===== src/rtl/core/pps_pkg.sv =====
package pps_pkg;

	localparam int REQ_TYPE_WIDTH  = 2;
	localparam int DIR_WIDTH       = 16;
	localparam int DIR_FRAC        = 14;
	localparam int SCALE_WIDTH     = 16;
	localparam int PIXEL_WIDTH     = 16;
	localparam int QUOT_WIDTH      = 13;
	localparam int CFG_INDEX_WIDTH = 3;

	localparam logic [REQ_TYPE_WIDTH-1:0] REQ_RADIUS = 2'd0;
	localparam logic [REQ_TYPE_WIDTH-1:0] REQ_SPHERE = 2'd1;
	localparam logic [REQ_TYPE_WIDTH-1:0] REQ_BOX    = 2'd2;
	localparam logic [REQ_TYPE_WIDTH-1:0] REQ_UNUSED = 2'd3;

	localparam logic [CFG_INDEX_WIDTH-1:0] CFG_CAM_POS_X = 3'd0;
	localparam logic [CFG_INDEX_WIDTH-1:0] CFG_CAM_POS_Y = 3'd1;
	localparam logic [CFG_INDEX_WIDTH-1:0] CFG_CAM_POS_Z = 3'd2;
	localparam logic [CFG_INDEX_WIDTH-1:0] CFG_CAM_DIR_X = 3'd3;
	localparam logic [CFG_INDEX_WIDTH-1:0] CFG_CAM_DIR_Y = 3'd4;
	localparam logic [CFG_INDEX_WIDTH-1:0] CFG_CAM_DIR_Z = 3'd5;
	localparam logic [CFG_INDEX_WIDTH-1:0] CFG_VIEW_H    = 3'd6;

	localparam logic signed [DIR_WIDTH-1:0] DIR_Z_RESET = 16'sd16384;

	typedef struct packed {
		logic [PIXEL_WIDTH-1:0] size_px;
		logic                   culled;
	} pps_result_t;

endpackage


===== src/rtl/core/pps_sqrt.sv =====
module pps_sqrt
	import pps_pkg::*;
#(
	parameter int N  = 26,
	parameter int SW = 1
) (
	input  logic             clk,
	input  logic             arst_n,
	input  logic             en,
	input  logic             in_valid,
	input  logic [SW-1:0]    in_side,
	input  logic [2*N-1:0]   radicand,
	output logic             out_valid,
	output logic [SW-1:0]    out_side,
	output logic [N-1:0]     root
);

	localparam int RW2 = 2 * N;

	logic [RW2-1:0] op_s   [N];
	logic [RW2-1:0] res_s  [N];
	logic [SW-1:0]  side_s [N];
	logic [N-1:0]   vld_s;

	for (genvar i = 0; i < N; i++) begin : g_step
		localparam logic [RW2-1:0] ONE = {{(RW2-1){1'b0}}, 1'b1} << (2 * (N - 1 - i));
		logic [RW2-1:0] op_in;
		logic [RW2-1:0] res_in;
		logic [RW2-1:0] trial;
		logic [SW-1:0]  side_in;
		logic           v_in;

		if (i == 0) begin : g_first
			assign op_in   = radicand;
			assign res_in  = '0;
			assign side_in = in_side;
			assign v_in    = in_valid;
		end else begin : g_next
			assign op_in   = op_s[i-1];
			assign res_in  = res_s[i-1];
			assign side_in = side_s[i-1];
			assign v_in    = vld_s[i-1];
		end

		assign trial = res_in + ONE;

		always_ff @(posedge clk or negedge arst_n) begin
			if (!arst_n) begin
				vld_s[i] <= 1'b0;
			end else if (en) begin
				vld_s[i] <= v_in;
			end
		end

		always_ff @(posedge clk) begin
			if (en) begin
				if (op_in >= trial) begin
					op_s[i]  <= op_in - trial;
					res_s[i] <= (res_in >> 1) + ONE;
				end else begin
					op_s[i]  <= op_in;
					res_s[i] <= res_in >> 1;
				end
				side_s[i] <= side_in;
			end
		end
	end

	assign out_valid = vld_s[N-1];
	assign out_side  = side_s[N-1];
	assign root      = res_s[N-1][N-1:0];

endmodule


===== config.mk =====
export PLATFORM = sky130hd
export DESIGN_NAME = pps_sqrt
export DESIGN_NICKNAME = d
export VERILOG_FILES = /design/src/rtl/core/pps_pkg.sv /design/src/rtl/core/pps_sqrt.sv
export SDC_FILE = /design/constraint.sdc
export NUM_CORES = 2
export LEC_CHECK = 0
export ABC_AREA = 1
export BUFFER_PORTS_ARGS = -buffer_cell sky130_fd_sc_hd__buf_2
export CAP_MARGIN = 20
export CELL_PAD_IN_SITES_DETAIL_PLACEMENT = 1
export CELL_PAD_IN_SITES_GLOBAL_PLACEMENT = 2
export CORE_MARGIN = 5
export CORE_UTILIZATION = 43
export CTS_CLUSTER_SIZE = 30
export DETAILED_ROUTE_END_ITERATION = 8
export HOLD_SLACK_MARGIN = 0.15
export PLACE_DENSITY = 0.94
export RECOVER_POWER = 50
export SYNTH_ARGS = -nofsm -noshare
export SYNTH_HDL_FRONTEND = slang
export SYNTH_SLANG_ARGS = --single-unit

===== constraint.sdc =====
create_clock -name clk -period 6.49 [get_ports clk]
set_input_delay 0.649 -clock clk [delete_from_list [all_inputs] [get_ports clk]]
set_output_delay 0.649 -clock clk [all_outputs]
set_load 0.1 [all_outputs]

==> summary.txt <==
status: finished, violations left
failing checks: max-capacitance violations, max-slew violations
endpoint class of the critical path: flip-flop
crit start category: input port
num rows: 176
Overflow after GRT: 0
sequential area share after synthesis: 51.6%
Final setup viols: 0
DRC viols: 0
Layout Cells excl Fill: 15300
DR vias: 82600
total CTS buffers: 188
clock latency on the worst-skew pair: 0.88 ns
1st-iter DRT viols: 6587
clock tree buffer depth: 3
fmax: 199 MHz
CTS tree: built
Mean Syn Cell Area: 8.31 um2
Cells after DPL: 14900
Ports: 85
async set-reset flop share out of synthesis: 1.53%
Gate Count Post-Synth: 11900
I/O Buffers: 84
Max Slew Vio Count: 255
Setup crit start: en
Tcrit/Tclk final: 77.5%
peak supply drop: 0.279 mV
Pleak: 49.2 nW
Post-Syn Nets: 12300
endpoints failing hold: 0
share of cells above drive strength 1: 4.60%
clock slew at reported path FFs: 0.06 ns
Final #Nets: 12600
wire length of the first global-routing pass: 539000 um
DP HPWL: 290000 um
mapped cell area: 0.0988 mm2
initial antenna violation count: 5
Post-CTS Hold Fix Bufs: 57
clock skew: 0.0972 ns
core box area: 0.229 mm2
Hold Crit Class: flip-flop to flip-flop
Die H: 489 um
CP max FO: 65
GRT busiest layer: met2
Max-cap violations: 6
Fin Setup TNS: 0 ns
Post-CTS Setup Inserts: 0
worst r2r src: op_s[10][65]
final worst path period need: 5.03 ns
GRT met3 Usage: 3.42%
Post-synth top flop: edfxtp_1
Syn-to-layout area delta: 10.7%
critical path data required time: 7.03 ns
Worst Max-Slew Pin Slew: 3.68 ns
Relative slew margins: -145%
vias in the first global route: 85900
pin count of the biggest net entering global routing: 221
kind of critical path: input port to flip-flop
First-pass DRT Iterations: 6
DIE AREA: 0.240 mm2
CTS root buf: clkbuf_16
met2 Use GR: 51.3%
final WL: 363000 um
H-tree Lvls: 4
routed len/inst: 23.7 um
DRT antenna net count: 0
hold path start: side_s[1][2]
flops & latches, synth: 1703
number of distinct library cells after synthesis: 60
power per cell area: 317 mW/mm2
clk sinks: 1703
RSZ-0062 raised after global routing: no
Ys Warns: 0
Die W: 489 um
M1 GR Usage: 38.3%
Total GRT Usage: 29.8%
DR vias/cell: 5.39
EDFF count, synth: 1677
Critical Path AT: 5.57 ns
gpl congestion: 0.989
Post-CTS Resized: 0
starting density of the core: 43.1%
## metal layers
metal	wire, um	part of all wire [%]
met5	0	0
met4	17600	4.8
met3	18600	5.1
met2	175000	48
met1	152000	42
## worst max-delay path: stages
cell,delay [ns]
dlygate4sd3_1,0.58
buf_12,0.31
clkbuf_1,1.54
buf_4,0.79
buf_4,0.82
nand3_1,0.44
nand2_1,0.21
inv_1,0.07
## state kept, by name, summed over array words and instances, names as in the netlist
name         flops
g_step.v_in     25
op_s          1300
out_valid        1
res_s          351
side_s          26
## power by group
| group | leakage (nW) | total [mW] | internal [mW] | switching, mW |
|---|---|---|---|---|
| Combinational | 29.8 | 8.39 | 2.51 | 5.89 |
| Clock | 3.03 | 11.1 | 6.22 | 4.83 |
| Sequential | 16.4 | 15.2 | 13.7 | 1.46 |
| Total | 49.2 | 34.6 | 22.5 | 12.2 |
## area by class of cell
cell class / instances / area, um2
Clock inverter: 129 / 1460
Fill cell: 27400 / 120000
Antenna cell: 10 / 25.0
Multi-Input combinational cell: 7942 / 39000
Tap cell: 3026 / 3790
Sequential cell: 1703 / 51000
Inverter: 2128 / 8000
Clock buffer: 223 / 4900
Timing Repair Buffer: 179 / 1260
## per-stage QoR
stage / setup slack, ns / total power, mW / util, % / hold slack (ns) / instance area [um2]
after global placement: 2.51 / 23.3 / 44.7 / 0.400 / 103000
after global routing: 1.25 / 36.3 / 47.7 / 0.422 / 109000
final: 1.46 / 34.6 / 47.7 / 0.408 / 109000
after floorplan: 2.85 / 20.2 / - / 0.353 / 98800
after CTS: 2.67 / 34.7 / 47.7 / 0.276 / 109000
after detailed placement: 2.40 / 23.6 / 44.7 / 0.406 / 103000
## cells by family after synthesis
logic type	after synthesis	synth area share, %
AOI/OAI and AO/OA	754	4.15
buffers and inverters	2249	8.89
xor gates and xnor gates	318	2.82
DFF	1703	51.6
and+or+nand+nor	6496	27.8
adders and majority gates	374	4.74
## worst paths after layout
check                                  end  cells past startpoint  slack, ns
setup / recovery             op_s[10][100]                      8       1.46
hold / removal                side_s[1][3]                      0       0.41
setup reg to reg               op_s[11][8]                     12       2.92
hold reg to reg               side_s[1][3]                      0       0.41
max in group asynchronous   g_step[8].v_in                      2       4.98
min in group asynchronous  g_step[25].v_in                      2       0.65
## placed cells by master (no fill, tap or decap), types with 95 or more instances in the layout
cell          n
a21oi_1     339
clkbuf_16   190
edfxtp_1   1677
ha_1        374
inv_1      2104
nand2_1    3653
nand3_1     686
nand4_1     303
nor2_1     1328
nor3_1      171
nor4_1       95
o21ai_0     244
xnor2_1     138
xor2_1      180
## Yosys cell counts, types with 67 or more instances
cell type  instances  share of area [%]
a21oi_1          338                1.7
edfxtp_1        1677                 51
ha_1             374                4.7
inv_1           2104                8.0
nand2_1         3653                 14
nand3_1          683                3.5
nand3b_1          67               0.51
nand4_1          303                1.9
nor2_1          1327                5.0
nor3_1           171               0.87
nor4_1            95               0.60
o21ai_0          244                1.2
o21ai_1           72               0.36
xnor2_1          138                1.2
xor2_1           180                1.6
No activity file was read; power rests on OpenSTA's default activity.
