--- src/rtl/core/pps_pkg.sv ---
package pps_pkg;

	localparam int REQ_TYPE_WIDTH  = 2;
	localparam int DIR_WIDTH       = 16;
	localparam int DIR_FRAC        = 14;
	localparam int SCALE_WIDTH     = 16;
	localparam int PIXEL_WIDTH     = 16;
	localparam int QUOT_WIDTH      = 13;
	localparam int CFG_INDEX_WIDTH = 3;

	localparam logic [REQ_TYPE_WIDTH-1:0] REQ_RADIUS = 2'd0;
	localparam logic [REQ_TYPE_WIDTH-1:0] REQ_SPHERE = 2'd1;
	localparam logic [REQ_TYPE_WIDTH-1:0] REQ_BOX    = 2'd2;
	localparam logic [REQ_TYPE_WIDTH-1:0] REQ_UNUSED = 2'd3;

	localparam logic [CFG_INDEX_WIDTH-1:0] CFG_CAM_POS_X = 3'd0;
	localparam logic [CFG_INDEX_WIDTH-1:0] CFG_CAM_POS_Y = 3'd1;
	localparam logic [CFG_INDEX_WIDTH-1:0] CFG_CAM_POS_Z = 3'd2;
	localparam logic [CFG_INDEX_WIDTH-1:0] CFG_CAM_DIR_X = 3'd3;
	localparam logic [CFG_INDEX_WIDTH-1:0] CFG_CAM_DIR_Y = 3'd4;
	localparam logic [CFG_INDEX_WIDTH-1:0] CFG_CAM_DIR_Z = 3'd5;
	localparam logic [CFG_INDEX_WIDTH-1:0] CFG_VIEW_H    = 3'd6;

	localparam logic signed [DIR_WIDTH-1:0] DIR_Z_RESET = 16'sd16384;

	typedef struct packed {
		logic [PIXEL_WIDTH-1:0] size_px;
		logic                   culled;
	} pps_result_t;

endpackage

--- src/rtl/core/pps_div.sv ---
module pps_div
	import pps_pkg::*;
#(
	parameter int NW = 41,
	parameter int DW = 30,
	parameter int QW = 13,
	parameter int SW = 1
) (
	input  logic          clk,
	input  logic          arst_n,
	input  logic          en,
	input  logic          in_valid,
	input  logic [SW-1:0] in_side,
	input  logic [NW-1:0] num,
	input  logic [DW-1:0] den,
	output logic          out_valid,
	output logic [SW-1:0] out_side,
	output logic [QW-1:0] quot
);

	localparam int CW = (NW > DW + QW) ? NW : DW + QW;

	logic [CW-1:0]  rem_s  [QW];
	logic [DW-1:0]  den_s  [QW];
	logic [QW-1:0]  q_s    [QW];
	logic [SW-1:0]  side_s [QW];
	logic [QW-1:0]  vld_s;

	for (genvar i = 0; i < QW; i++) begin : g_step
		logic [CW-1:0] rem_in;
		logic [DW-1:0] den_in;
		logic [QW-1:0] q_in;
		logic [SW-1:0] side_in;
		logic          v_in;
		logic [CW-1:0] shifted;
		logic          ge;

		if (i == 0) begin : g_first
			assign rem_in  = CW'(num);
			assign den_in  = den;
			assign q_in    = '0;
			assign side_in = in_side;
			assign v_in    = in_valid;
		end else begin : g_next
			assign rem_in  = rem_s[i-1];
			assign den_in  = den_s[i-1];
			assign q_in    = q_s[i-1];
			assign side_in = side_s[i-1];
			assign v_in    = vld_s[i-1];
		end

		assign shifted = CW'(den_in) << (QW - 1 - i);
		assign ge      = rem_in >= shifted;

		always_ff @(posedge clk or negedge arst_n) begin
			if (!arst_n) begin
				vld_s[i] <= 1'b0;
			end else if (en) begin
				vld_s[i] <= v_in;
			end
		end

		always_ff @(posedge clk) begin
			if (en) begin
				rem_s[i]  <= ge ? rem_in - shifted : rem_in;
				den_s[i]  <= den_in;
				q_s[i]    <= {q_in[QW-2:0], ge};
				side_s[i] <= side_in;
			end
		end
	end

	assign out_valid = vld_s[QW-1];
	assign out_side  = side_s[QW-1];
	assign quot      = q_s[QW-1];

endmodule

--- config.mk ---
export PLATFORM = sky130hd
export DESIGN_NAME = pps_div
export DESIGN_NICKNAME = d
export VERILOG_FILES = /design/src/rtl/core/pps_pkg.sv /design/src/rtl/core/pps_div.sv
export SDC_FILE = /design/constraint.sdc
export NUM_CORES = 2
export LEC_CHECK = 0
export BUFFER_PORTS_ARGS = -buffer_cell sky130_fd_sc_hd__buf_2
export CAP_MARGIN = 20
export CORE_ASPECT_RATIO = 1.75
export CORE_UTILIZATION = 40
export CTS_CLUSTER_SIZE = 30
export DETAILED_ROUTE_END_ITERATION = 6
export GPL_TIMING_DRIVEN = 0
export PLACE_DENSITY_LB_ADDON = 0.1
export SYNTH_ARGS = -nofsm -noshare
export SYNTH_HDL_FRONTEND = slang
export SYNTH_SLANG_ARGS = --single-unit
--- constraint.sdc ---
create_clock -name clk -period 4.7 [get_ports clk]
set_input_delay 0.705 -clock clk [delete_from_list [all_inputs] [get_ports clk]]
set_output_delay 0.705 -clock clk [all_outputs]
set_load 0.02 [all_outputs]
==> results.sh <==
export IMPL_outcome="finished, final reports clean"
export IMPL_grt_pass1_vias=42130
export IMPL_rows=182
export IMPL_ant_nets=0
export IMPL_fin_cells=7280
export IMPL_clock_latency_ps=730
export IMPL_path_clk_slew_ps=60
export IMPL_drive_gt1_frac=0.08733
export IMPL_hp_start="in_side"
export IMPL_r2r_cells=10
export IMPL_skew_ps=35.36
export IMPL_initial_utilization=0.4025
export IMPL_n_fill_cell=13170
export IMPL_synth_area_leaders="edfxtp_1 52%, ha_1 8.6%, a21oi_1 4.6%"
export IMPL_track_usage=0.2319
export IMPL_wl_mm=166.2
export IMPL_die_w_um=286.3
export IMPL_setup_tns_ps=0
export IMPL_dr_pass1_iters=7
export IMPL_clock_path_buffers=3
export IMPL_dieArea_mm2=0.1430
export IMPL_rsz0062_at_grt="no"
export IMPL_period_minus_slack_ps=4576
export IMPL_cts_root_buf="clkbuf_16"
export IMPL_cts_tree="built"
export IMPL_hold_path_class="in2reg"
export IMPL_antenna_found_initial=3
export IMPL_drc=0
export IMPL_path_max_fanout=10
export IMPL_ys_types=86
export IMPL_netlist_instances=5147
export IMPL_gp_congestion=0.9324
export IMPL_final_common_cell="edfxtp_1"
export IMPL_dp_cells=7103
export IMPL_ys_warn_count=0
export IMPL_htreeDepth=3
export IMPL_worst_slew_pin_slew_ps=1138
export IMPL_critPathLaunchType="register"
export IMPL_cts_buffers=98
export IMPL_r2r_start="rem_s[1][136]"
export IMPL_p_leak_nw=25.25
export IMPL_final_nets=5839
export IMPL_yosys_area_top_type="edfxtp_1"
export IMPL_cp_arrival_ps=5020
export IMPL_vdd_drop_max_v=0.0003357
export IMPL_die_h_um=499.4
export IMPL_ys_async_sr_fraction=0.01309
export IMPL_critical_path_class="reg2reg"
export IMPL_gr_total_overflow=0
export IMPL_syn_nets=5624
export IMPL_wire_per_inst_um=22.83
export IMPL_p_per_area_mw_per_mm2=598.0
export IMPL_relSlewSlack=0.2217
export IMPL_drv_slew=0
export IMPL_drt_iter0_drc=1719
export IMPL_drv_cap=0
export IMPL_endpoint_kind="register"
export IMPL_fmax_ghz=0.2185
export IMPL_synth_flop_cell="edfxtp_1"
export IMPL_rr_endpoint="rem_s[2][29]"
export IMPL_synth_seq_cells=993
export IMPL_synth_area_mm2=0.05656
export IMPL_vias_per_cell=5.334
export IMPL_grt_max_degree=128
export IMPL_dp_hpwl_mm=137.6
export IMPL_min_period_over_period=0.9736
export IMPL_required_ps=5150
export IMPL_synth_top_area_share=0.5203
export IMPL_reg2reg_setup_slack_ps=120
export IMPL_final_cell_mix="980 x edfxtp_1, 510 x a21oi_1, 488 x inv_1"
export IMPL_area_growth_pct=11.58
export IMPL_io_pins=91
export IMPL_avgSynthCellArea_um2=10.99
export IMPL_clock_sinks=993
export IMPL_vias=38840
export IMPL_fp_coreArea_mm2=0.1405
export IMPL_finalSetupViolCount=0
export IMPL_holdPathEnd="side_s[0]"
export IMPL_finalHoldViolCount=0
export IMPL_synth_edf_count=980
export IMPL_grt_pass1_wl_mm=243.0
export IMPL_ys_seq_area_frac=0.5261
export IMPL_whs_path_depth=1
export IMPL_io_buffer_count=90
[final cells by class]
class	count	area, um^2	share of cell area
sequential	993	29750	0.4715
multi-input combinational	3519	24550	0.3891
clock buffer	117	2565	0.04064
tap	1840	2302	0.03648
inverter	489	1836	0.02908
timing repair buffer	118	835.8	0.01324
buffer	143	630.6	0.009992
clock inverter	60	629.4	0.009972
antenna	1	2.502	0.00003965
[per-stage QoR]
stage                     setup slack, ps  power, mW  instance area (um^2)  hold WS (ps)  utilization
after floorplan                      1141      25.17                 56560         400.3            -
after global placement             -13570      30.14                 59310         400.0       0.4221
after detailed placement            -1322      29.96                 59720         404.5       0.4250
after CTS                           9.039      38.05                 63070         92.32       0.4489
after global routing                10.22      40.13                 63110         115.2       0.4492
final                               124.2      37.74                 63110         152.7       0.4492
[state kept, by name (all words and copies together) (netlist names)]
| signal | flops |
|---|---|
| g_step.v_in | 12 |
| rem_s | 516 |
| den_s | 360 |
| q_s | 91 |
| side_s | 13 |
| out_valid | 1 |
[cells in the mapped netlist, drive strengths merged, types with 9 or more instances]
master,number
edfxtp,980
a21oi,516
inv,489
ha,389
nor2,382
nand2,296
o21ai,269
xnor2,225
a21o,212
xor2,154
clkbuf,120
mux2,102
nor3,83
nand3,82
nand4,82
nand2b,62
nor2b,50
o21a,48
a31oi,45
nor4,43
o21bai,42
a211oi,39
and3,36
o31ai,34
buf,26
o211ai,26
and2,19
or3,19
and4,15
or2,15
a21boi,14
or4,14
dfrtp,13
nand4b,13
nor4b,13
a221oi,12
fa,12
nor3b,12
o41ai,11
o211a,10
o31a,10
a211o,9
[how the worst max path moves through the flow]
| stage | end | cells after the start | slack [ps] | from |
|---|---|---|---|---|
| 4_1_cts | rem_s[0][61] | 14 | 9 | den_s[0][0] |
| 5_1_grt | rem_s[2][118] | 14 | 10 | den_s[4][30] |
| 6_report | rem_s[2][29] | 10 | 120 | rem_s[1][136] |
| 2_1_floorplan | rem_s[0][12] | 15 | 1140 | den[7] |
| 3_3_place_gp | g_step[7].v_in | 2 | -13570 | en |
| 3_5_place_dp | rem_s[1][156] | 11 | -1320 | rem_s[1][109] |
[worst max-delay path, cell delays in order (launching register included)]
cell,delay (ps)
edfxtp_1,400
ha_1,400
nand2_1,180
a211oi_1,540
o2111ai_1,380
a211oi_1,370
nor2_1,240
o41ai_4,630
clkbuf_2,480
clkbuf_2,530
a21oi_1,120
[per-layer routing]
metal / global-route usage / wire length (um) / up-vias
met5: 0 / 0 / -
met2: 0.5229 / 103800 / 749
met1: 0.1413 / 41570 / 18300
li1: - / - / 19320
met4: 0.2185 / 17570 / 0
met3: 0.02135 / 3225 / 467
[power by group]
| part | leakage, nW | total [mW] | internal, mW | switching [mW] |
|---|---|---|---|---|
| Combinational | 14.0 | 16.0 | 6.57 | 9.43 |
| Clock | 1.55 | 7.84 | 4.32 | 3.52 |
| Sequential | 9.66 | 13.9 | 12.7 | 1.23 |
| Total | 25.3 | 37.7 | 23.6 | 14.2 |
[cell families after synthesis]
family / synth area share
buffers and inverters: 0.04287
DFF: 0.5261
and+or+nand+nor: 0.1099
adders and majority gates: 0.09030
xor gates and xnor gates: 0.05869
muxes: 0.02141
AOI/OAI and AO/OA: 0.1508
[repair_timing]
| action | CTS | global route |
|---|---|---|
| endpoints found under the hold margin | 13 | 0 |
| buffers inserted | 0 | 1 |
| setup endpoints to repair | 258 | 57 |
| resized for setup | 48 | 16 |
| hold buffers | 1 | 0 |
| pin swaps | 0 | 1 |
Note: power is estimated with default switching activity, not from simulation.
