File: config.mk
export PLATFORM = sky130hd
export DESIGN_NAME = pps_outbuf
export DESIGN_NICKNAME = d
export VERILOG_FILES = /design/src/rtl/core/pps_pkg.sv /design/src/rtl/core/pps_outbuf.sv
export SDC_FILE = /design/constraint.sdc
export NUM_CORES = 1
export LEC_CHECK = 0
export BUFFER_PORTS_ARGS = -buffer_cell sky130_fd_sc_hd__buf_2
export CORE_MARGIN = 1
export CORE_UTILIZATION = 38
export CTS_CLUSTER_SIZE = 40
export DETAILED_ROUTE_END_ITERATION = 8
export GPL_TIMING_DRIVEN = 0
export SLEW_MARGIN = 0
export SYNTH_ARGS = -nofsm -noshare
export SYNTH_HDL_FRONTEND = slang
export SYNTH_SLANG_ARGS = --single-unit
File: constraint.sdc
create_clock -name clk -period 2.87 [get_ports clk]
set_input_delay 0.287 -clock clk [delete_from_list [all_inputs] [get_ports clk]]
set_output_delay 0.287 -clock clk [all_outputs]
set_load 0.02 [all_outputs]
File: src/rtl/core/pps_pkg.sv
package pps_pkg;

	localparam int REQ_TYPE_WIDTH  = 2;
	localparam int DIR_WIDTH       = 16;
	localparam int DIR_FRAC        = 14;
	localparam int SCALE_WIDTH     = 16;
	localparam int PIXEL_WIDTH     = 16;
	localparam int QUOT_WIDTH      = 13;
	localparam int CFG_INDEX_WIDTH = 3;

	localparam logic [REQ_TYPE_WIDTH-1:0] REQ_RADIUS = 2'd0;
	localparam logic [REQ_TYPE_WIDTH-1:0] REQ_SPHERE = 2'd1;
	localparam logic [REQ_TYPE_WIDTH-1:0] REQ_BOX    = 2'd2;
	localparam logic [REQ_TYPE_WIDTH-1:0] REQ_UNUSED = 2'd3;

	localparam logic [CFG_INDEX_WIDTH-1:0] CFG_CAM_POS_X = 3'd0;
	localparam logic [CFG_INDEX_WIDTH-1:0] CFG_CAM_POS_Y = 3'd1;
	localparam logic [CFG_INDEX_WIDTH-1:0] CFG_CAM_POS_Z = 3'd2;
	localparam logic [CFG_INDEX_WIDTH-1:0] CFG_CAM_DIR_X = 3'd3;
	localparam logic [CFG_INDEX_WIDTH-1:0] CFG_CAM_DIR_Y = 3'd4;
	localparam logic [CFG_INDEX_WIDTH-1:0] CFG_CAM_DIR_Z = 3'd5;
	localparam logic [CFG_INDEX_WIDTH-1:0] CFG_VIEW_H    = 3'd6;

	localparam logic signed [DIR_WIDTH-1:0] DIR_Z_RESET = 16'sd16384;

	typedef struct packed {
		logic [PIXEL_WIDTH-1:0] size_px;
		logic                   culled;
	} pps_result_t;

endpackage

File: src/rtl/core/pps_outbuf.sv
module pps_outbuf
	import pps_pkg::*;
(
	input  logic        clk,
	input  logic        arst_n,
	input  logic        push,
	input  pps_result_t push_data,
	output logic        full,
	output logic        out_valid,
	input  logic        out_stall,
	output pps_result_t out_data
);

	pps_result_t slot_q [2];
	logic        wr_q;
	logic        rd_q;
	logic [1:0]  count_q;
	logic        pop;

	assign full      = count_q == 2'd2;
	assign out_valid = count_q != 2'd0;
	assign pop       = out_valid && !out_stall;
	assign out_data  = slot_q[rd_q];

	always_ff @(posedge clk or negedge arst_n) begin
		if (!arst_n) begin
			wr_q    <= 1'b0;
			rd_q    <= 1'b0;
			count_q <= 2'd0;
		end else begin
			if (push) begin
				wr_q <= !wr_q;
			end
			if (pop) begin
				rd_q <= !rd_q;
			end
			count_q <= count_q + {1'b0, push} - {1'b0, pop};
		end
	end

	always_ff @(posedge clk) begin
		if (push) begin
			slot_q[wr_q] <= push_data;
		end
	end

	a_no_push_full: assert property (@(posedge clk) disable iff (!arst_n) !(push && full))
		else $error("request pushed into full output buffer");
	a_count_range: assert property (@(posedge clk) disable iff (!arst_n) count_q != 2'd3)
		else $error("output buffer count out of range");

endmodule

==> impl_table.tex <==
\begin{tabular}{lr}
\hline
Metric & Value \\
\hline
\multicolumn{2}{l}{\textbf{Outcome}} \\
\quad Run status & completed \\
\multicolumn{2}{l}{\textbf{Placement}} \\
\quad Placement Setup Slack & between 1 and 1.5 ns \\
\quad Input/output buffers & 39 \\
\quad Cell Count Post-Placement & between 150 and 200 \\
\quad GPL Wtd Cong & $\sim$0.59 \\
\quad Hpwl dp & 1450 um \\
\quad Placed Area & 1740 um\^{}2 \\
\multicolumn{2}{l}{\textbf{Floorplan}} \\
\quad Core ar. & between 3000 and 4000 um\^{}2 \\
\quad Effective utilization at floorplan & 0.402 \\
\quad Total Die Area & around 4200 um\^{}2 \\
\quad Top-level port count & 40 \\
\quad Standard-cell rows & 22 \\
\quad Overall die height & about 64 um \\
\quad Horizontal die dimension & about 64 um \\
\multicolumn{2}{l}{\textbf{Detailed routing}} \\
\quad DR WL/cell & roughly 13 um \\
\quad Number of vias per cell after detailed routing & roughly 4.4 \\
\quad Wire length after detailed routing & between 2000 and 2500 um \\
\quad Number of search-and-repair iterations in the first detailed-routing pass & 2 \\
\quad Number of DRC markers in iteration 0 & 14 \\
\quad Number of vias after detailed routing & $\sim$740 \\
\quad Detail Route Antenna Nets & 0 \\
\quad DRC & 0 \\
\multicolumn{2}{l}{\textbf{Setup path}} \\
\quad Largest stage delay on the critical path & between 0.3 and 0.4 ns \\
\quad CP Data Arrival Time & between 1 and 1.5 ns \\
\quad Library cell contributing the largest single delay on the critical path & dfrtp\_1 \\
\quad Sequence of cells on the critical path & buf\_6, buf\_12, mux2\_4, buf\_2 \\
\quad Critical Path Fanout Max & 10 \\
\quad Crit Path Category & reg2out \\
\quad Required arrival time at the worst endpoint & 2.58 ns \\
\quad Worst setup EP type & primary output \\
\quad Nature of the critical path startpoint & flop \\
\multicolumn{2}{l}{\textbf{Run}} \\
\quad Max cap viols & 0 \\
\multicolumn{2}{l}{\textbf{Logic synthesis}} \\
\quad Cell types with the largest area share after synthesis & edfxtp\_1 (69\%), mux2\_4 (9.1\%), dfrtp\_1 (6.8\%) \\
\quad Syn Nets & between 90 and 100 \\
\quad Most common flop cell mapped by yosys & edfxtp\_1 \\
\quad Top-count cell post-synth & edfxtp\_1 \\
\quad FF+latch count, synth & 38 \\
\quad Avg Synthesized Cell Area & between 20 and 25 um\^{}2 \\
\quad Sequential area share after synthesis & 0.757 \\
\quad Number of enable-type register cells in the synthesized netlist & 34 \\
\quad Library cells used by synthesis & 14 \\
\quad Post-synth top cells & edfxtp\_1 (34), mux2\_4 (9), mux2\_2 (8), dfrtp\_1 (4) \\
\quad Largest area contributor in the synthesized netlist & edfxtp\_1 \\
\quad Synthesized netlist cell count & 71 \\
\quad Ys Warns & 0 \\
\quad Post-synth top area share & 0.689 \\
\quad Share of synthesized registers carrying an async set or reset & 0.105 \\
\quad Netlist area before placement & between 1000 and 1500 um\^{}2 \\
\multicolumn{2}{l}{\textbf{Power}} \\
\quad Largest voltage drop on the vdd net & 0.467 mV \\
\quad Static Leakage & 0.749 nW \\
\quad Sequential share of power & 0.429 \\
\quad Clk network pwr share & 0.193 \\
\quad Relative contribution of combinational cells to total power & 0.378 \\
\quad Internal portion of total power & between 0.001 and 0.0015 W \\
\quad Total power density per cell area & about 1000 nW/um\^{}2 \\
\quad Switching power & 0.000575 W \\
\quad Switching share of power & 0.313 \\
\multicolumn{2}{l}{\textbf{Final layout}} \\
\quad Non-filler instance count after layout & about 170 \\
\quad Final standard cell area without fillers & about 1800 um\^{}2 \\
\quad Layout cells sized above 1 & 0.563 \\
\quad Synth-to-Final Area Change & 24.2\% \\
\quad Post-route core utilization & 0.499 \\
\quad Antenna cells & 0 \\
\quad Filler cell count in the final layout & roughly 320 \\
\quad Net count reported at finish & 141 \\
\multicolumn{2}{l}{\textbf{Timing}} \\
\quad Worst Slack Setup Final & 1.19 ns \\
\quad Final critical-path share of the clock period & 0.585 \\
\quad Max-slew violations & 0 \\
\quad Total setup violations reported at the end of the flow & 0 \\
\quad Layout Skew & between 0.0015 and 0.002 ns \\
\quad Setup TNS & 0 ns \\
\quad Worst Tran Pin Value & a little under 0.9 ns \\
\quad Maximum achievable frequency & around 600 MHz \\
\quad RSZ-0062 raised after global routing & no \\
\quad Min Clock Period, post-route & approximately 1.7 ns \\
\quad Slew HR & 0.412 \\
\quad Count of endpoints failing hold in the final timing report & 0 \\
\multicolumn{2}{l}{\textbf{Clocking}} \\
\quad Quantity of gates resized following cts & 0 \\
\quad CTS tree & done \\
\quad Number of buffers added for setup after CTS & 0 \\
\quad Post-CTS Hold Buffers & 1 \\
\quad Insertion delay of the later-clocked pin in the worst-skew pair & around 0.27 ns \\
\quad Root buffer selected by CTS & clkbuf\_8 \\
\quad Max clock buf depth & 2 \\
\quad Clock slew seen by the registers of the worst setup and hold paths & $\sim$0.07 ns \\
\quad Clock buffers created by TritonCTS & 5 \\
\quad Clock tree sinks & 38 \\
\quad Htree depth & 2 \\
\multicolumn{2}{l}{\textbf{Global route}} \\
\quad Maximum number of pins on one net before global-route repair & 18 \\
\quad Wire length of the first global-routing pass & between 3000 and 4000 um \\
\quad GRT Overall Usage & 0.114 \\
\quad Residual overflow from global routing & 0 \\
\quad Number of antenna violations at the first check in global routing & 0 \\
\quad Vias in the first global route & about 740 \\
\multicolumn{2}{l}{\textbf{Worst hold path}} \\
\quad Path class of the lowest-slack min-delay path & in2reg \\
\hline
\end{tabular}
## layer usage
metal,track usage,share of wire
met5,0,0
met4,0.0417,0.0075
met3,0.0475,0.043
met2,0.182,0.52
met1,0.138,0.43
## critical path: cells and delay by family (launching register included)
kind                   cells  cell delay [ns]
buffers and inverters      3             0.46
muxes                      1             0.29
DFF                        1             0.37
## placed cells by master (no fill, tap or decap), drive strengths merged
| master | instances |
|---|---|
| nor2b | 2 |
| dfrtp | 4 |
| and2 | 1 |
| buf | 41 |
| clkinv | 1 |
| mux2 | 17 |
| ha | 2 |
| or2 | 1 |
| dlygate4sd3 | 1 |
| xor2 | 1 |
| inv | 3 |
| o21bai | 1 |
| clkbuf | 7 |
| xnor2 | 3 |
| edfxtp | 34 |
## registers in the layout (all words and copies together), names as in the netlist
name and cells:
count_q 2, wr_q 1, rd_q 1, slot_q 34
## path summary, 6_finish.rpt
check,from,end,slack [ns],cells after the start
max in group asynchronous,arst_n,rd_q,2.41,2
worst max-delay path,rd_q,out_data[12],1.19,4
min in group asynchronous,arst_n,wr_q,0.34,2
worst min register to register,wr_q,wr_q,0.51,1
worst min-delay path,push_data[1],slot_q[1][1],0.20,1
worst max register to register,count_q[1],count_q[1],1.27,7
## stage by stage
stage	hold WS [ns]	power [W]
floorplan	-0.00859	0.00132
global placement	0.0969	0.00149
detailed placement	0.0980	0.00151
CTS	0.182	0.00188
global route	0.178	0.00195
finish	0.197	0.00184
## power by group through the flow
stage	Sequential (W)	Clock [W]	Combinational (W)
after detailed placement	0.000801	0	0.000709
after global routing	0.000800	0.000398	0.000748
after global placement	0.000794	0	0.000695
after floorplan	0.000788	0	0.000531
final	0.000788	0.000354	0.000694
after CTS	0.000790	0.000375	0.000711
## final cells by class
class                           count  area [um^2]  share of cell area
Sequential cell                    38         1120               0.609
Multi-Input combinational cell     28          320               0.174
Timing Repair Buffer               40          205               0.111
Clock buffer                        7         86.3              0.0469
Tap cell                           48         60.1              0.0326
Buffer                              2         31.3              0.0170
Inverter                            3         11.3             0.00612
Clock inverter                      1         5.00             0.00272
## kinds of logic after synthesis
| family | count (synthesis) | share of synthesized area |
|---|---|---|
| buffers and inverters | 5 | 0.0287 |
| flip-flops | 38 | 0.757 |
| adder cells (fa/ha/maj) | 2 | 0.0169 |
| AO/OA/AOI/OAI | 1 | 0.00507 |
| XOR/XNOR | 4 | 0.0237 |
| AND/OR/NAND/NOR | 4 | 0.0169 |
| multiplexers | 17 | 0.152 |
Note: power is estimated with default switching activity, not from simulation.
